--- config.mk ---
export PLATFORM = sky130hd
export DESIGN_NAME = tsh_outq
export DESIGN_NICKNAME = d
export VERILOG_FILES = /design/src/rtl/core/assert_macros.svh /design/src/rtl/core/tsh_pkg.sv /design/src/rtl/core/tsh_outq.sv
export SDC_FILE = /design/constraint.sdc
export NUM_CORES = 1
export LEC_CHECK = 0
export BUFFER_PORTS_ARGS = -buffer_cell sky130_fd_sc_hd__buf_2
export CORE_MARGIN = 4
export CORE_UTILIZATION = 50
export DETAILED_ROUTE_END_ITERATION = 16
export PLACE_DENSITY = 0.81
export SYNTH_ARGS = -nofsm -noshare
export SYNTH_HDL_FRONTEND = slang
export SYNTH_SLANG_ARGS = --single-unit
--- constraint.sdc ---
create_clock -name clk -period 3.8 [get_ports clk]
set_input_delay 0.19 -clock clk [delete_from_list [all_inputs] [get_ports clk]]
set_output_delay 0.19 -clock clk [all_outputs]
set_load 0.05 [all_outputs]
--- src/rtl/core/assert_macros.svh ---
// Assertion macros shared by the RTL of the string hash unit.
// Each macro builds one labeled concurrent assertion on a clock and an
// active-low reset.
`ifndef ASSERT_MACROS_SVH
`define ASSERT_MACROS_SVH

// Same-cycle implication.
`define ASSERT_IMPLIES(label, clk, rstn, ante, cons) \
	label: assert property (@(posedge clk) disable iff (!rstn) (ante) |-> (cons)) \
		else $error("same-cycle implication failed");

// Next-cycle implication.
`define ASSERT_NEXT(label, clk, rstn, ante, cons) \
	label: assert property (@(posedge clk) disable iff (!rstn) (ante) |=> (cons)) \
		else $error("next-cycle implication failed");

`endif

--- src/rtl/core/tsh_pkg.sv ---
// ----------------------------------------------------------------------------
// tsh_pkg
// Types, constants and helpers of the table-driven string hash unit.
// ----------------------------------------------------------------------------
`timescale 1ns / 1ps
`default_nettype none

package tsh_pkg;

	// Field widths
	localparam int CH_W   = 8;
	localparam int HASH_W = 32;
	localparam int OFF_W  = 11;
	localparam int IDX_W  = OFF_W + 1;

	// Crypt table
	localparam int STD_WORDS     = 1280;
	localparam int TABLE_DEPTH_D = 1280;
	localparam int COLS          = 256;
	localparam int ROWS          = 5;
	localparam int COL_W         = 8;
	localparam int ROW_W         = 3;
	localparam int FILL_AW       = COL_W + ROW_W;

	// Table generator: gen = (gen * 125 + 3) mod 0x2AAAAB
	localparam int GEN_W       = 22;
	localparam int GEN_INIT    = 32'h0010_0001;
	localparam int GEN_MOD     = 32'h002A_AAAB;
	localparam int LCG_MUL     = 125;
	localparam int LCG_INC     = 3;
	localparam int LCG_X_W     = 29;
	// 3 / 2^23 sits just above 1 / GEN_MOD, so the quotient estimate is high by at most one
	localparam int RECIP_MUL   = 3;
	localparam int RECIP_SHIFT = 23;
	localparam int Q_W         = LCG_X_W + 2 - RECIP_SHIFT;
	localparam int HALF_W      = 16;

	// Seeds and register reset
	localparam logic [HASH_W-1:0] SEED_ONE_INIT = 32'h7FED_7FED;
	localparam logic [HASH_W-1:0] SEED_TWO_INIT = 32'hEEEE_EEEE;
	localparam logic [HASH_W-1:0] SEED_INC      = 32'd3;
	localparam logic [OFF_W-1:0]  OFFSET_RESET  = 11'h100;

	// ASCII case folding
	localparam logic [CH_W-1:0] CH_LOWER_A = 8'h61;
	localparam logic [CH_W-1:0] CH_LOWER_Z = 8'h7A;
	localparam logic [CH_W-1:0] CASE_DELTA = 8'h20;

	typedef enum logic [1:0] {
		FILL_MUL,
		FILL_EST,
		FILL_RED,
		FILL_DONE
	} tsh_fill_st_t;

	typedef struct packed {
		logic                     we;
		logic [FILL_AW-1:0]       addr;
		logic [HASH_W-1:0]        data;
	} tsh_wr_t;

	function automatic logic [CH_W-1:0] fold_char(input logic [CH_W-1:0] c);
		logic [CH_W-1:0] r;
		r = c;
		if (c >= CH_LOWER_A && c <= CH_LOWER_Z) begin
			r = c - CASE_DELTA;
		end
		return r;
	endfunction

endpackage

`default_nettype wire

--- src/rtl/core/tsh_outq.sv ---
// ----------------------------------------------------------------------------
// tsh_outq
// Two-entry result queue that decouples the hash pipeline from the sink.
// ----------------------------------------------------------------------------
`timescale 1ns / 1ps
`default_nettype none

module tsh_outq (
	input  logic                      clk,
	input  logic                      arst_n,
	input  logic                      push,
	input  logic [tsh_pkg::HASH_W-1:0] push_data,
	input  logic                      stall,
	output logic                      valid,
	output logic [tsh_pkg::HASH_W-1:0] data,
	output logic [1:0]                cnt
);
	import tsh_pkg::*;

	logic [1:0]        cnt_q;
	logic [HASH_W-1:0] head_q;
	logic [HASH_W-1:0] tail_q;
	logic              pop;

	assign valid = (cnt_q != 2'd0);
	assign data  = head_q;
	assign cnt   = cnt_q;
	assign pop   = valid && !stall;

	always_ff @(posedge clk or negedge arst_n) begin
		if (!arst_n) begin
			cnt_q <= 2'd0;
		end else begin
			cnt_q <= cnt_q + 2'(push) - 2'(pop);
		end
	end

	always_ff @(posedge clk) begin
		case (cnt_q)
			2'd0: begin
				if (push) head_q <= push_data;
			end
			2'd1: begin
				if (push && pop) head_q <= push_data;
				else if (push) tail_q <= push_data;
			end
			2'd2: begin
				if (pop) begin
					head_q <= tail_q;
					if (push) tail_q <= push_data;
				end
			end
			default: begin
				head_q <= head_q;
			end
		endcase
	end

endmodule

`default_nettype wire

# Word level (Yosys, flattened, before mapping)
# Index checks and enable logic that the tools add are counted.
[totals]
regBits = 66
out_inout_bits = 35
[classes]
add_sub_neg = 2
n_eq_ne = 6
n_mux = 8
reduce_logical = 9
[ops]
columns = ["op", "n"]
rows = [
  ["$mux 32", 6],
  ["$pmux 32 s3", 1],
  ["$pmux 32 s2", 1],
  ["$ne 2x2->1 const B", 4],
  ["$reduce_and 4->1", 1],
  ["$reduce_bool 2->1", 2],
  ["$reduce_and 3->1", 1],
  ["$reduce_bool 3->1", 1],
  ["$add 2x1->2", 1],
  ["$eq 2x1->1 const B", 1],
  ["$eq 2x2->1 const B", 1],
  ["$logic_and 1x1->1", 2],
  ["$logic_not 2->1", 1],
  ["$sub 2x1->2", 1],
  ["$logic_not 1->1", 1],
]

# Longest topological paths before layout
[logic_depth]
ltp_word = 5
ltp_mapped = 4
depth_no_buf = 4

# Worst setup path before layout
# Ideal clock, no wire load.
[synth_timing]
kind = "register to register"
from = "reg cnt_q[0] (netlist: cnt[0])"
to = "reg head_q[0] (netlist: data[0]), enable pin"
setup_time_ns = 0.470
t_arrival_ns = 3.282
slack_ns = 0.048
path_stages_with_launch = 3
n_path_buf = 0
synth_period_minus_slack_ns = 3.752
cell_sequence = "dfrtp_1 > and2_2 > o31ai_1"
[synth_via]
elab_chain_cells = 5
word_cells_on_any_way = 11
[synth_lines]
columns = ["element", "line_no", "rtl"]
rows = [
  ["start: declaration", "tsh_outq.sv:20", "logic [1:0] cnt_q;"],
  ["start signal: assignment", "tsh_outq.sv:34", "cnt_q <= cnt_q + 2'(push) - 2'(pop);"],
  ["$reduce_bool 2->1", "tsh_outq.sv:25", "assign valid = (cnt_q != 2'd0);"],
  ["$logic_and 1x1->1", "tsh_outq.sv:28", "assign pop = valid && !stall;"],
  ["$logic_and 1x1->1", "tsh_outq.sv:44", "if (push && pop) head_q <= push_data;"],
  ["$ne 2x2->1 (no line)", "--", ""],
  ["$reduce_and 4->1 (no line) (*)", "--", ""],
  ["end signal: assignment", "tsh_outq.sv:41", "if (push) head_q <= push_data;"],
  ["end signal: assignment", "tsh_outq.sv:44", ""],
  ["end signal: assignment", "tsh_outq.sv:49", "head_q <= tail_q;"],
  ["end: declaration", "tsh_outq.sv:21", "logic [HASH_W-1:0] head_q;"],
]
# Mark *: on every way between the ends. The rest lies on a longest branch, timed or not.
# A chain may end at the register's enable or synchronous reset.

# Final worst setup path
[layout_timing]
from = "reg cnt_q[0] (netlist: cnt[0])"
to = "reg tail_q[16], enable pin"
[layout_via]
elab_chain_cells = 5
word_cells_on_any_way = 9
[layout_lines]
columns = ["element", "line_no", "rtl"]
rows = [
  ["$reduce_bool 2->1", "tsh_outq.sv:25", ""],
  ["$logic_and 1x1->1", "tsh_outq.sv:28", ""],
  ["$logic_and 1x1->1", "tsh_outq.sv:44", ""],
  ["$ne 2x2->1 (no line)", "--", ""],
  ["$reduce_and 3->1 (no line) (*)", "--", ""],
  ["end signal: assignment", "tsh_outq.sv:45", "else if (push) tail_q <= push_data;"],
  ["end signal: assignment", "tsh_outq.sv:50", "if (push) tail_q <= push_data;"],
  ["end: declaration", "tsh_outq.sv:22", "logic [HASH_W-1:0] tail_q;"],
]
# Marks and branches as above.

==> impl_metrics.yaml <==
global_routing:
  grt_max_degree: 33
  grt_pass1_wl_um: 6490
  grt_overflow: 0
  grt_pass1_vias: 1291
  grt_usage: 0.141
  antenna_found_initial: 0
routing:
  postRouteWirelength_um: 4160
  drt-initial-drc-count: 23
  routed_wire_length_per_instance_um: 15.6
  vias_per_cell: 4.77
  drc: 0
  ant_nets: 0
  vias: 1273
  first_pass_iters: 4
worst_hold_path:
  min_path_type: "in -> reg"
cts:
  clock_path_buffers: 2
  clkLatencyLatePin_ns: 0.33
  cts_setup_buffers: 0
  ctsHtreeMaxLevel: 3
  clkSlewWorstSetupHoldPaths_ns: 0.07
  cts_tree: "built"
  clock-sinks: 66
  cts_buffers: 9
  cts_root_buffer: "clkbuf_8"
layout:
  nNetsFinal: 232
  antenna_cells: 0
  area_delta_synth_final_pct: 24.1
  finalInstanceArea_um2: 3230
  multi_input_area_um2: 588
  fill_cells: 350
  seq_area_um2: 1970
  drive_gt1_frac: 0.625
critical_path:
  worst-setup-path-type: "reg -> reg"
  worstSetupStartpointType: "flop"
  worstSetupEndpoint: "tail_q[16]"
  r2r_end: "tail_q[16]"
  reg2reg_slack_ns: 1.54
  crit_arrival_ns: 2.21
  required_ns: 3.75
  slowest_delay_ns: 0.82
  endpoint_kind: "flop"
  crit_chain: "or3b_2 > a21oi_4"
  worstReg2RegStart: "cnt[0]"
  critPathMaxFanout: 32
  crit_slowest_cell: "a21oi_4"
  worstRegToRegCells: 2
  startpoint: "cnt[0]"
sta:
  skew_ns: 0.00565
  setup_viol: 0
  hold_violations: 0
  rsz0062_at_grt: "no"
  tightest_slew_ns: 1.00
  tns_ns: 0
  timing.slew.headroom: 0.330
  fin_crit_ns: 2.26
  finalMaxSlewViolations: 0
  finalCritPeriodShare: 0.595
  fmax_ghz: 0.442
logic_synthesis:
  synth_most_common_cell: "edfxtp_1"
  syn_avg_cell_area_um2: 22.6
  synth_edf_count: 64
  ys_ff_latch: 66
  syn_nets: 152
  synth_area_um2: 2600
  synth_area_leaders: "edfxtp_1 (74%), mux2_4 (17%), buf_12 (2.3%)"
  syn_inst: 115
  yosys_warnings: 0
  ys.flop_type: "edfxtp_1"
  synth-seq-area-share: 0.758
  synthDistinctLibCells: 18
  async_flop_share: 0.0303
  synth_common_cells: "edfxtp_1 (64), mux2_4 (30), buf_12 (3)"
  synth_top_area_share: 0.738
  yosysTopAreaCell: "edfxtp_1"
pwr:
  combPwrFrac: 0.338
  irDropWorstVdd_v: 0.000457
  power_frac_clock: 0.242
  power_density_nw_per_um2: 780
  netSwitchingFraction: 0.354
  leakagePower_nw: 1.29
  p_sw_mw: 0.891
  p_int_mw: 1.63
  seq_power_share: 0.420
placed_design:
  hpwlAfterDp_um: 2960
  placed_area_um2: 3010
  port_buffers: 70
  place.gp.congestion: 0.656
outcome:
  outcome: "finished clean"
die:
  die-height_um: 80.1
  die_area_um2: 6420
  floorplan.initialDensity: 0.533
  ios: 71
  num_rows: 25
  core_um2: 4880
  die_w_um: 80.1
run:
  drv_cap: 0
==> layout by cell type, fill, tap and decap left out <==
cell	instances
buf_2	70
edfxtp_1	64
mux2_4	30
clkbuf_8	9
clkinv_2	4
nand2_1	2
mux2_2	2
bufinv_16	2
dfrtp_1	2
buf_4	2
nor2b_4	1
or2_2	1
or3b_2	1
o21ai_0	1
xnor2_1	1
inv_1	1
and2_2	1
o31ai_4	1
nand3b_1	1
a21oi_4	1
ha_1	1
clkinv_1	1
dlygate4sd3_1	1
==> metal layers <==
metal | part of all wire | wire length, µm | GRT usage
met5 | 0 | 0 | 0
met4 | 0.024 | 98 | 0.0811
met3 | 0.058 | 241 | 0.0471
met2 | 0.52 | 2170 | 0.233
met1 | 0.40 | 1640 | 0.159
==> logic make-up (layout without fill, tap and decap cells) <==
logic type,after synthesis,after routing,synth area share
DFF,66,66,0.758
muxes,32,32,0.182
and+or+nand+nor,7,7,0.0168
buffers and inverters,5,90,0.0288
AOI/OAI and AO/OA,3,3,0.00673
adders and majority gates,1,1,0.00481
xor gates and xnor gates,1,1,0.00337
==> state kept, by name, summed over array words and instances, names as in the netlist <==
name,count
cnt,2
data,32
tail_q,32
==> power by group through the flow <==
| stage | clock network [mW] | logic, mW | registers [mW] |
|---|---|---|---|
| after global placement | 0 | 0.843 | 1.06 |
| after CTS | 0.629 | 0.863 | 1.06 |
| after floorplan | 0 | 0.352 | 1.44 |
| after global routing | 0.660 | 0.891 | 1.07 |
| after detailed placement | 0 | 0.861 | 1.08 |
| final | 0.610 | 0.852 | 1.06 |
==> critical path, delay by kind of cell (launching register included) <==
family           cells  cell delay [ns]
AND/OR/NAND/NOR      1             0.58
flip-flops           1             0.47
AO/OA/AOI/OAI        1             0.82
==> cell type report <==
cell class | instances | share of cell area
Inverter | 1 | 0.00116
Clock buffer | 9 | 0.0383
Sequential cell | 66 | 0.610
Clock inverter | 7 | 0.0259
Tap cell | 67 | 0.0259
Multi-Input combinational cell | 44 | 0.182
Timing Repair Buffer | 73 | 0.116
==> per-stage QoR <==
| step | worst slack, ns | power (mW) | std cells | utilization | hold WS (ns) |
|---|---|---|---|---|---|
| finish | 1.54 | 2.52 | 267 | 0.662 | 0.0441 |
| global route | 1.41 | 2.62 | 267 | 0.662 | 0.0309 |
| detailed placement | 1.54 | 1.94 | 250 | 0.617 | -0.0228 |
| CTS | 1.53 | 2.55 | 267 | 0.662 | 0.0219 |
| global placement | 1.64 | 1.91 | 250 | 0.617 | -0.0247 |
| floorplan | 0.0483 | 1.79 | 115 | - | -0.106 |
==> timing repair <==
item | in CTS | in global routing
gates resized for setup | 0 | 0
hold buffers | 1 | 0
endpoints found under the hold margin | 2 | 0
==> how the worst min path moves through the flow <==
stage / start / end / slack (ns) / cells after the start
2_1_floorplan: arst_n / cnt[0] / -0.11 / 0
3_3_place_gp: arst_n / cnt[0] / -0.02 / 1
3_5_place_dp: arst_n / cnt[0] / -0.02 / 1
4_1_cts: push_data[12] / tail_q[12] / 0.02 / 1
5_1_grt: push_data[6] / tail_q[6] / 0.03 / 1
6_report: push_data[12] / tail_q[12] / 0.04 / 1
(Power assumes the default switching activity.)
