<file path="src/rtl/core/assert_macros.svh">
// Assertion macros shared by the RTL of the string hash unit.
// Each macro builds one labeled concurrent assertion on a clock and an
// active-low reset.
`ifndef ASSERT_MACROS_SVH
`define ASSERT_MACROS_SVH

// Same-cycle implication.
`define ASSERT_IMPLIES(label, clk, rstn, ante, cons) \
	label: assert property (@(posedge clk) disable iff (!rstn) (ante) |-> (cons)) \
		else $error("same-cycle implication failed");

// Next-cycle implication.
`define ASSERT_NEXT(label, clk, rstn, ante, cons) \
	label: assert property (@(posedge clk) disable iff (!rstn) (ante) |=> (cons)) \
		else $error("next-cycle implication failed");

`endif

</file>
<file path="src/rtl/core/tsh_pkg.sv">
// ----------------------------------------------------------------------------
// tsh_pkg
// Types, constants and helpers of the table-driven string hash unit.
// ----------------------------------------------------------------------------
`timescale 1ns / 1ps
`default_nettype none

package tsh_pkg;

	// Field widths
	localparam int CH_W   = 8;
	localparam int HASH_W = 32;
	localparam int OFF_W  = 11;
	localparam int IDX_W  = OFF_W + 1;

	// Crypt table
	localparam int STD_WORDS     = 1280;
	localparam int TABLE_DEPTH_D = 1280;
	localparam int COLS          = 256;
	localparam int ROWS          = 5;
	localparam int COL_W         = 8;
	localparam int ROW_W         = 3;
	localparam int FILL_AW       = COL_W + ROW_W;

	// Table generator: gen = (gen * 125 + 3) mod 0x2AAAAB
	localparam int GEN_W       = 22;
	localparam int GEN_INIT    = 32'h0010_0001;
	localparam int GEN_MOD     = 32'h002A_AAAB;
	localparam int LCG_MUL     = 125;
	localparam int LCG_INC     = 3;
	localparam int LCG_X_W     = 29;
	// 3 / 2^23 sits just above 1 / GEN_MOD, so the quotient estimate is high by at most one
	localparam int RECIP_MUL   = 3;
	localparam int RECIP_SHIFT = 23;
	localparam int Q_W         = LCG_X_W + 2 - RECIP_SHIFT;
	localparam int HALF_W      = 16;

	// Seeds and register reset
	localparam logic [HASH_W-1:0] SEED_ONE_INIT = 32'h7FED_7FED;
	localparam logic [HASH_W-1:0] SEED_TWO_INIT = 32'hEEEE_EEEE;
	localparam logic [HASH_W-1:0] SEED_INC      = 32'd3;
	localparam logic [OFF_W-1:0]  OFFSET_RESET  = 11'h100;

	// ASCII case folding
	localparam logic [CH_W-1:0] CH_LOWER_A = 8'h61;
	localparam logic [CH_W-1:0] CH_LOWER_Z = 8'h7A;
	localparam logic [CH_W-1:0] CASE_DELTA = 8'h20;

	typedef enum logic [1:0] {
		FILL_MUL,
		FILL_EST,
		FILL_RED,
		FILL_DONE
	} tsh_fill_st_t;

	typedef struct packed {
		logic                     we;
		logic [FILL_AW-1:0]       addr;
		logic [HASH_W-1:0]        data;
	} tsh_wr_t;

	function automatic logic [CH_W-1:0] fold_char(input logic [CH_W-1:0] c);
		logic [CH_W-1:0] r;
		r = c;
		if (c >= CH_LOWER_A && c <= CH_LOWER_Z) begin
			r = c - CASE_DELTA;
		end
		return r;
	endfunction

endpackage

`default_nettype wire

</file>
<file path="src/rtl/core/tsh_fill.sv">
// ----------------------------------------------------------------------------
// tsh_fill
// Generates the crypt table after reset and writes it into the table RAM.
// ----------------------------------------------------------------------------
`timescale 1ns / 1ps
`default_nettype none

module tsh_fill (
	input  logic             clk,
	input  logic             arst_n,
	output tsh_pkg::tsh_wr_t wr,
	output logic             busy
);
	import tsh_pkg::*;

	`include "assert_macros.svh"

	tsh_fill_st_t       state_q, state_d;
	logic [GEN_W-1:0]   gen_q;
	logic [LCG_X_W-1:0] x_q;
	logic [Q_W-1:0]     qe_q;
	logic [HALF_W-1:0]  hi_q;
	logic               lo_q;
	logic [COL_W-1:0]   col_q;
	logic [ROW_W-1:0]   row_q;

	logic [LCG_X_W-1:0] x_d;
	logic [LCG_X_W+1:0] x3;
	logic [LCG_X_W:0]   prod;
	logic [LCG_X_W:0]   diff;
	logic [LCG_X_W:0]   diff_fix;
	logic [GEN_W-1:0]   rem;
	logic               last;

	assign x_d  = LCG_X_W'(gen_q) * LCG_X_W'(LCG_MUL) + LCG_X_W'(LCG_INC);
	assign x3   = (LCG_X_W + 2)'(x_q) * (LCG_X_W + 2)'(RECIP_MUL);
	assign prod = (LCG_X_W + 1)'(qe_q) * (LCG_X_W + 1)'(GEN_MOD);
	assign diff = {1'b0, x_q} - prod;
	// estimate one too high: add the modulus back
	assign diff_fix = diff[LCG_X_W] ? diff + (LCG_X_W + 1)'(GEN_MOD) : diff;
	assign rem      = diff_fix[GEN_W-1:0];

	assign last = lo_q && (col_q == COL_W'(COLS - 1)) && (row_q == ROW_W'(ROWS - 1));

	always_comb begin
		state_d = state_q;
		case (state_q)
			FILL_MUL:  state_d = FILL_EST;
			FILL_EST:  state_d = FILL_RED;
			FILL_RED:  state_d = last ? FILL_DONE : FILL_MUL;
			FILL_DONE: state_d = FILL_DONE;
			default:   state_d = FILL_DONE;
		endcase
	end

	always_comb begin
		wr.we   = 1'b0;
		wr.addr = {row_q, col_q};
		wr.data = {hi_q, rem[HALF_W-1:0]};
		busy    = 1'b1;
		case (state_q)
			FILL_RED:  wr.we = lo_q;
			FILL_DONE: busy = 1'b0;
			default:   wr.we = 1'b0;
		endcase
	end

	always_ff @(posedge clk or negedge arst_n) begin
		if (!arst_n) begin
			state_q <= FILL_MUL;
			gen_q   <= GEN_W'(GEN_INIT);
			lo_q    <= 1'b0;
			col_q   <= '0;
			row_q   <= '0;
		end else begin
			state_q <= state_d;
			if (state_q == FILL_RED) begin
				gen_q <= rem;
				lo_q  <= !lo_q;
				if (lo_q) begin
					// row is the inner loop, column the outer
					if (row_q == ROW_W'(ROWS - 1)) begin
						row_q <= '0;
						col_q <= col_q + COL_W'(1);
					end else begin
						row_q <= row_q + ROW_W'(1);
					end
				end
			end
		end
	end

	always_ff @(posedge clk) begin
		if (state_q == FILL_MUL) begin
			x_q <= x_d;
		end
		if (state_q == FILL_EST) begin
			qe_q <= x3[LCG_X_W+1:RECIP_SHIFT];
		end
		if (state_q == FILL_RED && !lo_q) begin
			hi_q <= rem[HALF_W-1:0];
		end
	end

	`ASSERT_IMPLIES(a_wr_in_range, clk, arst_n, wr.we, wr.addr < FILL_AW'(STD_WORDS))
	`ASSERT_IMPLIES(a_done_sticky, clk, arst_n, $past(state_q) == FILL_DONE, state_q == FILL_DONE)

endmodule

`default_nettype wire

</file>
<file path="config.mk">
export PLATFORM = sky130hd
export DESIGN_NAME = tsh_fill
export DESIGN_NICKNAME = d
export VERILOG_FILES = /design/src/rtl/core/tsh_pkg.sv /design/src/rtl/core/tsh_fill.sv
export VERILOG_INCLUDE_DIRS = /design/src /design/src/rtl/core
export SDC_FILE = /design/constraint.sdc
export NUM_CORES = 1
export LEC_CHECK = 0
export BUFFER_PORTS_ARGS = -buffer_cell sky130_fd_sc_hd__buf_4
export CAP_MARGIN = 5
export CORE_ASPECT_RATIO = 0.75
export CORE_MARGIN = 2
export CORE_UTILIZATION = 39
export CTS_BUF_LIST = sky130_fd_sc_hd__clkbuf_2
export CTS_CLUSTER_DIAMETER = 50
export CTS_CLUSTER_SIZE = 8
export DETAILED_ROUTE_END_ITERATION = 6
export SETUP_SLACK_MARGIN = 0.02
export SLEW_MARGIN = 20
export SYNTH_ARGS = -nofsm -noshare
export SYNTH_HDL_FRONTEND = slang
export SYNTH_SLANG_ARGS = --single-unit
</file>
<file path="constraint.sdc">
create_clock -name clk -period 5.18 [get_ports clk]
set_input_delay 0.259 -clock clk [delete_from_list [all_inputs] [get_ports clk]]
set_output_delay 0.259 -clock clk [all_outputs]
set_load 0.05 [all_outputs]
</file>
Word-level counts from Yosys, hierarchy flattened
Cells that the tools add are included.
Widths: inputs -> output; s select.
{ "totals": {"reg_bits": 89} }
{ "op_classes": {"add_sub_neg": 5, "mul": 3, "eq_ne": 5, "mux": 6, "reduce_logical": 7} }
{ "ops": {"columns": ["op", "count"], "rows": [
  ["$mul 29x2->31 const B", 1],
  ["$mul 8x22->30 const B", 1],
  ["$sub 29x30->30", 1],
  ["$add 29x2->29 const B", 1],
  ["$mul 22x7->29 const B", 1],
  ["$add 22x22->22 const B", 1],
  ["$mux 22", 1],
  ["$add 8x1->8 const B", 1],
  ["$eq 8x8->1 const B", 1],
  ["$pmux 2 s4", 1],
  ["$eq 2x2->1 const B", 2],
  ["$add 3x1->3 const B", 1],
  ["$eq 3x3->1 const B", 1],
  ["$logic_and 1x1->1", 3],
  ["$mux 3", 1],
  ["$reduce_and 3->1", 1],
  ["$eq 2x1->1 const B", 1],
  ["$logic_not 2->1", 1],
  ["$mux 1", 2],
  ["$mux 2", 1],
  ["$reduce_and 2->1", 1],
  ["$logic_not 1->1", 1]
]} }

Depth between registers and ports, before layout
Gate-level depths: netlist of the first run.
{ "depth": {"word_depth": 5, "mapped_depth": 22, "depth_no_buf": 19} }

Worst setup path before layout of the first run
Ideal clock, no wire load.
{ "synth_timing": {"path_type": "register to output", "start": "reg qe_q[4]", "end": "out wr[14] (netlist name)", "arrival_time_ps": 5185, "slack_ps": -264, "stages_incl_launch_ff": 19, "path_buffers": 1, "path_cell_list": "edfxtp_1 -> ha_1 -> inv_1 -> fa_1 -> inv_1 -> fa_1 -> fa_1 -> inv_1 -> ha_1 -> and3_1 -> a221oi_1 -> nor2_1 -> o31a_1 -> or2_1 -> a21bo_2 -> o21ai_1 -> nand2_1 -> xnor2_1 -> buf_4"} }
{ "synth_between": {"elab_chain_len": 4} }
{ "synth_lines": {"columns": ["element", "line_no", "text"], "rows": [
  ["start, declared", "tsh_fill.sv:21", "logic [Q_W-1:0] qe_q;"],
  ["start signal, assigned", "tsh_fill.sv:98", "qe_q <= x3[LCG_X_W+1:RECIP_SHIFT];"],
  ["$mul 8x22->30 (*)", "tsh_fill.sv:37", "assign prod = (LCG_X_W + 1)'(qe_q) * (LCG_X_W + 1)'(GEN_MOD);"],
  ["$sub 29x30->30 (*)", "tsh_fill.sv:38", "assign diff = {1'b0, x_q} - prod;"],
  ["$add 22x22->22", "tsh_fill.sv:40", "assign diff_fix = diff[LCG_X_W] ? diff + (LCG_X_W + 1)'(GEN_MOD) : diff;"],
  ["$mux 22 (*)", "tsh_fill.sv:40", null],
  ["end, declared", "tsh_fill.sv:11", "output tsh_pkg::tsh_wr_t wr,"]
]} }
Every way passes the cells marked *; elsewhere a longest branch is shown, timed or not.

==> impl_metrics.csv, run 1 <==
group,metric,value,unit
outcome,outcome,"complete, but fails checks",
outcome,violations,"setup timing",
routing,wl_per_cell,17.88,µm
cells_and_area,drive_gt1_share,28.55,%
timing,slew_headroom,40.63,%
logic_synthesis,yosys_warnings,0,
timing,final.min_clock_period,6061,ps
logic_synthesis,async_flop_share,40.45,%
global_route,grt_max_degree,37,
logic_synthesis,ys_seq_area_share,21.25,%
timing,finalHoldViolations,0,
floorplanning,fp-row-count,54,
logic_synthesis,ys_seq_elements,89,
logic_synthesis,synth_top_cell_by_area,"fa_1",
floorplanning,core,29320,µm²
cells_and_area,fin_nets,1665,
floorplanning,fp.dieW,204.3,µm
timing,setup_viol,48,
power,swShare,25.17,%
routing,post-route-drc-count,0,
global_route,grt_usage,19.95,%
logic_synthesis,synth_adder_area_share,43.19,%
power,p_leak,0.007001,µW
routing,drt_iter0_drc,632,
critical_path,worst_setup_path_end_kind,"primary output",
clocking,clock_latency,650,ps
floorplanning,die-area,31520,µm²
global_route,gr-total-overflow,0,
routing,detail-route-antenna-nets,0,
power,switchingPower,292.3,µW
logic_synthesis,syn-num-nets,1467,
logic_synthesis,synth_top_area_share,23.36,%
clocking,clock_sinks,89,
global_route,grt_pass1_vias,8885,
clocking,clk_pin_slew,300,ps
power,p_per_area,77.76,nW/µm²
timing,max_freq,165.0,MHz
cells_and_area,layout_commonest_cell,"inv_1",
logic_synthesis,synth_area_leaders,"fa_1 23%, ha_1 20%, edfxtp_1 14%",
timing,rsz0062_at_grt,"true",
logic_synthesis,synth_top_family_by_area,"adder cells",
logic_synthesis,synth.avg_cell_area,10.28,µm²
global_route,antenna_found_initial,1,
clocking,clockRootBuffer,"clkbuf_2",
timing,tns,-18310,ps
floorplanning,die_y,154.3,µm
routing,firstDrtPassIters,5,
critical_path,cp.required,4920,ps
cells_and_area,layout_common_cells,"186 x inv_1, 171 x buf_4, 170 x ha_1",
logic_synthesis,syn_area,11740,µm²
logic_synthesis,synth-xor-area-share,5.585,%
logic_synthesis,synth_edf_count,53,
critical_path,crit_fanout,7,
power,p_seq_share,64.2,%
timing,worstMarginPinSlew,888.6,ps
routing,routed_via_density,5.113,
logic_synthesis,synth-compound-area-share,11.18,%
logic_synthesis,postSynthCellCount,1142,
power,pwr-share-clk,35.2,%
hold_path,min_path_type,"in2async",
critical_path,start_kind,"flip-flop",
placement,pre_cts_ws,-275.1,ps
floorplanning,initial_core_util,40.03,%
cells_and_area,n_fill_cell,2611,
clocking,htreeDepth,3,
power,finalPower,1161,µW
clocking,cts_tree,"yes",
logic_synthesis,synth.area.mux_share,1.865,%
floorplanning,num_io_pins,47,
logic_synthesis,ys_types,70,
clocking,numCtsBuffers,9,
routing,routed_wl,31100,µm
placement,globalplace.congestion,0.9009,
logic_synthesis,yosys.area_share.simple,8.921,%
placement,portBuffers,46,
global_route,grt_pass1_wl,48270,µm
timing,fin_ws,-881.2,ps
routing,vias,8891,
critical_path,arrival,5800,ps
power,vdd_ir_drop_max,0.00008579,V
clocking,clock_path_buffers,2,
timing,timing.final.crit_share,117.0,%
critical_path,criticalPathCategory,"reg2out",
job,cap_violations,0,
timing,maxSlewViolCount,0,
timing,clock_skew,37.08,ps
placement,hpwl,25150,µm
logic_synthesis,synth_ff_type,"edfxtp_1",
power,p_int,869.1,µW
cells_and_area,synthToLayoutAreaGrowth,27.23,%
power,p_comb_share,0.6,%
==> timing repair <==
action,4_1_cts,5_1_grt
setup buffers,24,30
pin swaps,43,67
endpoints found under the hold margin,36,0
gates resized for setup,101,105
hold buffers,1,0
endpoints found under the setup margin,48,56
==> power groups by stage <==
stage	Combinational, µW	Clock [µW]	Sequential, µW
floorplan	0.00477	0	760
global placement	6.84	0	760
detailed placement	6.69	0	760
CTS	7.30	421	746
global route	8.08	449	747
finish	6.94	408	746
==> registers in the layout, summed over array words and instances, names as in the netlist <==
register and flops:
row_q 3, lo_q 1, col_q 8, x_q 29, qe_q 8, state_q 2, hi_q 16, gen_q 22
==> per-layer routing <==
layer | wire length [µm] | track usage [%] | vias up
met5 | 0 | 0 | -
met4 | 162 | 2.312 | 0
met3 | 2311 | 5.078 | 12
met2 | 12900 | 27.86 | 198
met1 | 15730 | 31.56 | 4444
li1 | - | - | 4237
==> cell usage after synthesis (all sizes together) (3+ instances only) <==
master,number
o21a,7
nor3,17
nor2,54
mux2i,5
a31o,3
nand2b,10
nor4,5
a31oi,9
and3,13
nor2b,12
edfxtp,53
o31ai,3
a211o,3
o211ai,7
a21oi,51
o21bai,4
inv,198
a21o,33
dfrtp,34
xnor2,58
nand2,45
clkbuf,7
or3,4
buf,26
a22o,3
a211oi,7
fa,137
mux2,15
xor2,16
nand4,7
o21ai,41
ha,186
or2,6
nand3,20
and2,5
==> final timing paths <==
kind	to	slack, ps	startpoint	depth (start not counted)
min in group clk	col_q[7]$_DFFE_PN0P_	520	col_q[7]$_DFFE_PN0P_	1
worst max register to register	gen_q[15]$_DFFE_PN0P_	-350	qe_q[1]$_DFFE_PN_	25
worst min register to register	col_q[7]$_DFFE_PN0P_	520	col_q[7]$_DFFE_PN0P_	1
max in group asynchronous	gen_q[0]$_DFFE_PN1P_	4720	arst_n	2
worst min-delay path	gen_q[18]$_DFFE_PN0P_	60	arst_n	2
worst max-delay path	wr[9]	-880	qe_q[1]$_DFFE_PN_	22
==> layout make-up <==
class                      instances  area, µm²  share of cell area, %
multi-input combinational        822       9198                  61.58
sequential                        89       2497                  16.72
timing repair buffer             220       1867                  12.50
inverter                         198      747.0                  5.001
tap                              392      490.5                  3.284
clock inverter                     7      86.33                 0.5780
clock buffer                       9      45.04                 0.3016
antenna                            2      5.005                0.03351
==> metrics by stage <==
stage / hold WS [ps] / instance area, µm² / utilization, % / cells
finish: 62.15 / 14940 / 50.93 / 1739
global route: 41.29 / 14930 / 50.93 / 1738
CTS: 24.52 / 14300 / 48.78 / 1717
detailed placement: 260.0 / 13440 / 45.83 / 1677
global placement: 264.2 / 13440 / 45.83 / 1677
floorplan: -36.59 / 11810 / - / 1142
==> logic make-up after synthesis <==
family / Yosys count
mux: 20
simple gates: 209
compound gates: 196
xor+xnor: 74
flops: 89
fa+ha+maj: 323
buf+inv: 231
==> critical path, stage by stage, from the launching register on <==
cell	delay, ps
edfxtp_1	500
buf_6	150
buf_4	120
buf_4	130
ha_1	280
ha_1	300
ha_1	290
fa_1	570
inv_1	70
ha_1	310
a21o_1	240
a211o_1	330
o211ai_1	240
a21o_1	220
a31oi_4	120
a21oi_2	210
xnor2_2	160
buf_12	160
buf_4	110
buf_6	130
nand2_4	80
xnor2_4	240
buf_6	190
Power figures use the tool's default switching activity.
==> run 2: changes to the inputs <==
--- a/config.mk
+++ b/config.mk
@@ -6,6 +6,7 @@
 export SDC_FILE = /design/constraint.sdc
 export NUM_CORES = 1
 export LEC_CHECK = 0
+export ABC_AREA = 1
 export BUFFER_PORTS_ARGS = -buffer_cell sky130_fd_sc_hd__buf_4
 export CAP_MARGIN = 5
 export CORE_ASPECT_RATIO = 0.75
@@ -15,6 +16,7 @@
 export CTS_CLUSTER_DIAMETER = 50
 export CTS_CLUSTER_SIZE = 8
 export DETAILED_ROUTE_END_ITERATION = 6
+export GPL_ROUTABILITY_DRIVEN = 0
 export SETUP_SLACK_MARGIN = 0.02
 export SLEW_MARGIN = 20
 export SYNTH_ARGS = -nofsm -noshare
==> run 2 against run 1 <==
The run still ends with setup timing left; largest cell class unchanged; count of clock-buffer cells in the layout unchanged; synthesized cell count grew 32%; critical path depth is the same; clock power grew 4%; total power grew 1.5%; critical path type unchanged; non-clock buffer count fell by 62.
==> impl_metrics.csv, run 2 <==
group,metric,value,unit
floorplanning,core,31530,µm²
critical_path,arrival,5160,ps
cells_and_area,synthToLayoutAreaGrowth,23.17,%
logic_synthesis,synth_top_cell_by_area,"fa_1",
logic_synthesis,syn_area,12590,µm²
hold_path,min_path_type,"in2async",
critical_path,crit_fanout,8,
clocking,htreeDepth,3,
logic_synthesis,ys_seq_area_share,19.81,%
logic_synthesis,synth_edf_count,53,
global_route,grt_max_degree,37,
floorplanning,num_io_pins,47,
clocking,numCtsBuffers,9,
power,vdd_ir_drop_max,0.0001127,V
power,p_leak,0.007576,µW
routing,drt_iter0_drc,791,
logic_synthesis,synth_area_leaders,"fa_1 22%, ha_1 18%, edfxtp_1 13%",
logic_synthesis,synth_top_area_share,21.78,%
cells_and_area,drive_gt1_share,22.06,%
timing,final.min_clock_period,5424,ps
timing,setup_viol,16,
logic_synthesis,ys_seq_elements,89,
global_route,grt_usage,19.80,%
global_route,gr-total-overflow,0,
timing,finalHoldViolations,0,
logic_synthesis,async_flop_share,40.45,%
timing,timing.final.crit_share,104.7,%
logic_synthesis,syn-num-nets,1837,
cells_and_area,fin_nets,1984,
job,cap_violations,0,
logic_synthesis,yosys_warnings,0,
global_route,grt_pass1_vias,10250,
timing,max_freq,184.4,MHz
logic_synthesis,synthTopCellsByCount,"348 x nand2_1, 308 x inv_1, 186 x ha_1, 137 x fa_1, 89 x nor2_1",
routing,routed_via_density,4.988,
global_route,grt_pass1_wl,52960,µm
power,finalPower,1178,µW
placement,hpwl,26850,µm
logic_synthesis,postSynthCellCount,1512,
critical_path,rrSetupSlack,240,ps
critical_path,cp.required,4920,ps
placement,portBuffers,46,
critical_path,worst_setup_path_end_kind,"primary output",
cells_and_area,insertedDiodeCount,0,
cells_and_area,largest_reg_flops,29,
floorplanning,fp.dieW,211.5,µm
clocking,clockRootBuffer,"clkbuf_2",
global_route,antenna_found_initial,0,
timing,worstMarginPinSlew,963.0,ps
timing,rsz0062_at_grt,"true",
timing,clock_skew,42.92,ps
logic_synthesis,synth.avg_cell_area,8.329,µm²
timing,slew_headroom,35.56,%
routing,firstDrtPassIters,5,
clocking,cts_tree,"yes",
outcome,outcome,"complete, but fails checks",
floorplanning,die-area,33760,µm²
timing,fin_ws,-243.7,ps
cells_and_area,max_flop_register,"x_q",
clocking,clk_pin_slew,270,ps
cells_and_area,layout_commonest_cell,"nand2_1",
routing,wl_per_cell,15.89,µm
logic_synthesis,synth_ff_type,"edfxtp_1",
cells_and_area,layout_common_cells,"292 x nand2_1, 278 x inv_1, 157 x ha_1",
routing,detail-route-antenna-nets,0,
critical_path,cp-startpoint,"qe_q[1]$_DFFE_PN_",
timing,hold-worst-slack,94.52,ps
routing,post-route-drc-count,0,
floorplanning,initial_core_util,39.94,%
critical_path,criticalPathCategory,"reg2out",
logic_synthesis,ys_types,45,
power,p_per_area,75.97,nW/µm²
outcome,violations,"setup timing",
clocking,clock_path_buffers,2,
critical_path,r2r-start,"qe_q[1]$_DFFE_PN_",
critical_path,start_kind,"flip-flop",
clocking,clock_latency,610,ps
timing,maxSlewViolCount,0,
cells_and_area,reg_top3,"x_q (29), gen_q (22), hi_q (16)",
clocking,clock_sinks,89,
floorplanning,fp-row-count,56,
routing,routed_wl,32900,µm
logic_synthesis,yosysMostFrequentCell,"nand2_1",
timing,tns,-3306,ps
routing,vias,10330,
floorplanning,die_y,159.6,µm
run 2: cell families after synthesis:
logic type / count (synthesis) / synth area share (%)
and+or+nand+nor: 563 / 18.60
AOI/OAI and AO/OA: 144 / 6.478
muxes: 1 / 0.07949
buffers and inverters: 331 / 10.47
adders and majority gates: 323 / 40.26
xor gates and xnor gates: 61 / 4.302
DFF: 89 / 19.81
run 2: repair_timing:
item	CTS	global route
pin swaps	69	78
hold buffers	1	0
endpoints found under the setup margin	16	20
buffers inserted	32	18
endpoints found under the hold margin	36	0
resized for setup	196	69
run 2: routing by layer:
metal  GRT usage (%)  wire, µm  up-vias
met5               0         0        -
met4           2.401       262        0
met3           3.500      2286       21
met2           29.81     14140      227
met1           30.37     16220     5023
li1                -         -     5055
run 2: layout make-up:
type | count | area, µm²
inverters | 309 | 1172
multi-input cells | 1092 | 9867
clock inverters | 7 | 101.3
flip-flops and latches | 89 | 2495
clock buffers | 9 | 45.04
repair buffers | 158 | 1323
well taps | 406 | 508.0
fillers | 2919 | 16020
run 2: worst max-delay path, stage by stage, from the launching register on:
cell      delay, ps
edfxtp_1        500
buf_6           190
ha_4            270
inv_1            40
fa_1            470
fa_1            570
inv_2            40
fa_1            550
inv_2            50
ha_4            220
nand2_2          70
nand2_2          60
o21bai_4        180
nand2_1          70
nand3_2         140
a21oi_4         200
nand2_2          90
nand2_2          80
nand2_4         110
buf_12          180
nand2_4          80
xor2_4          200
buf_6           190
run 2: through the flow:
stage | cells | utilization (%) | cell area [µm²] | worst slack, ps
final | 2070 | 49.19 | 15510 | -243.7
after CTS | 2052 | 47.83 | 15080 | -205.9
after floorplan | 1512 | - | 12590 | 103.1
after detailed placement | 2005 | 43.65 | 13760 | 5.727
after global placement | 2005 | 43.65 | 13760 | 29.66
after global routing | 2070 | 49.19 | 15510 | -452.5
run 2: final timing paths:
check,endpoint,cells after the start
min reg2reg,lo_q$_DFFE_PN0P_,1
min in group clk,lo_q$_DFFE_PN0P_,1
max reg2reg,hi_q[4]$_DFFE_PP_,23
max in group asynchronous,gen_q[0]$_DFFE_PN1P_,2
min,gen_q[10]$_DFFE_PN0P_,2
max,wr[5],22
run 2: power by group:
part	total (µW)	switching (µW)	internal (µW)
Combinational	6.47	5.46	0.999
Clock	426	260	166
Sequential	746	0	746
Total	1180	266	913
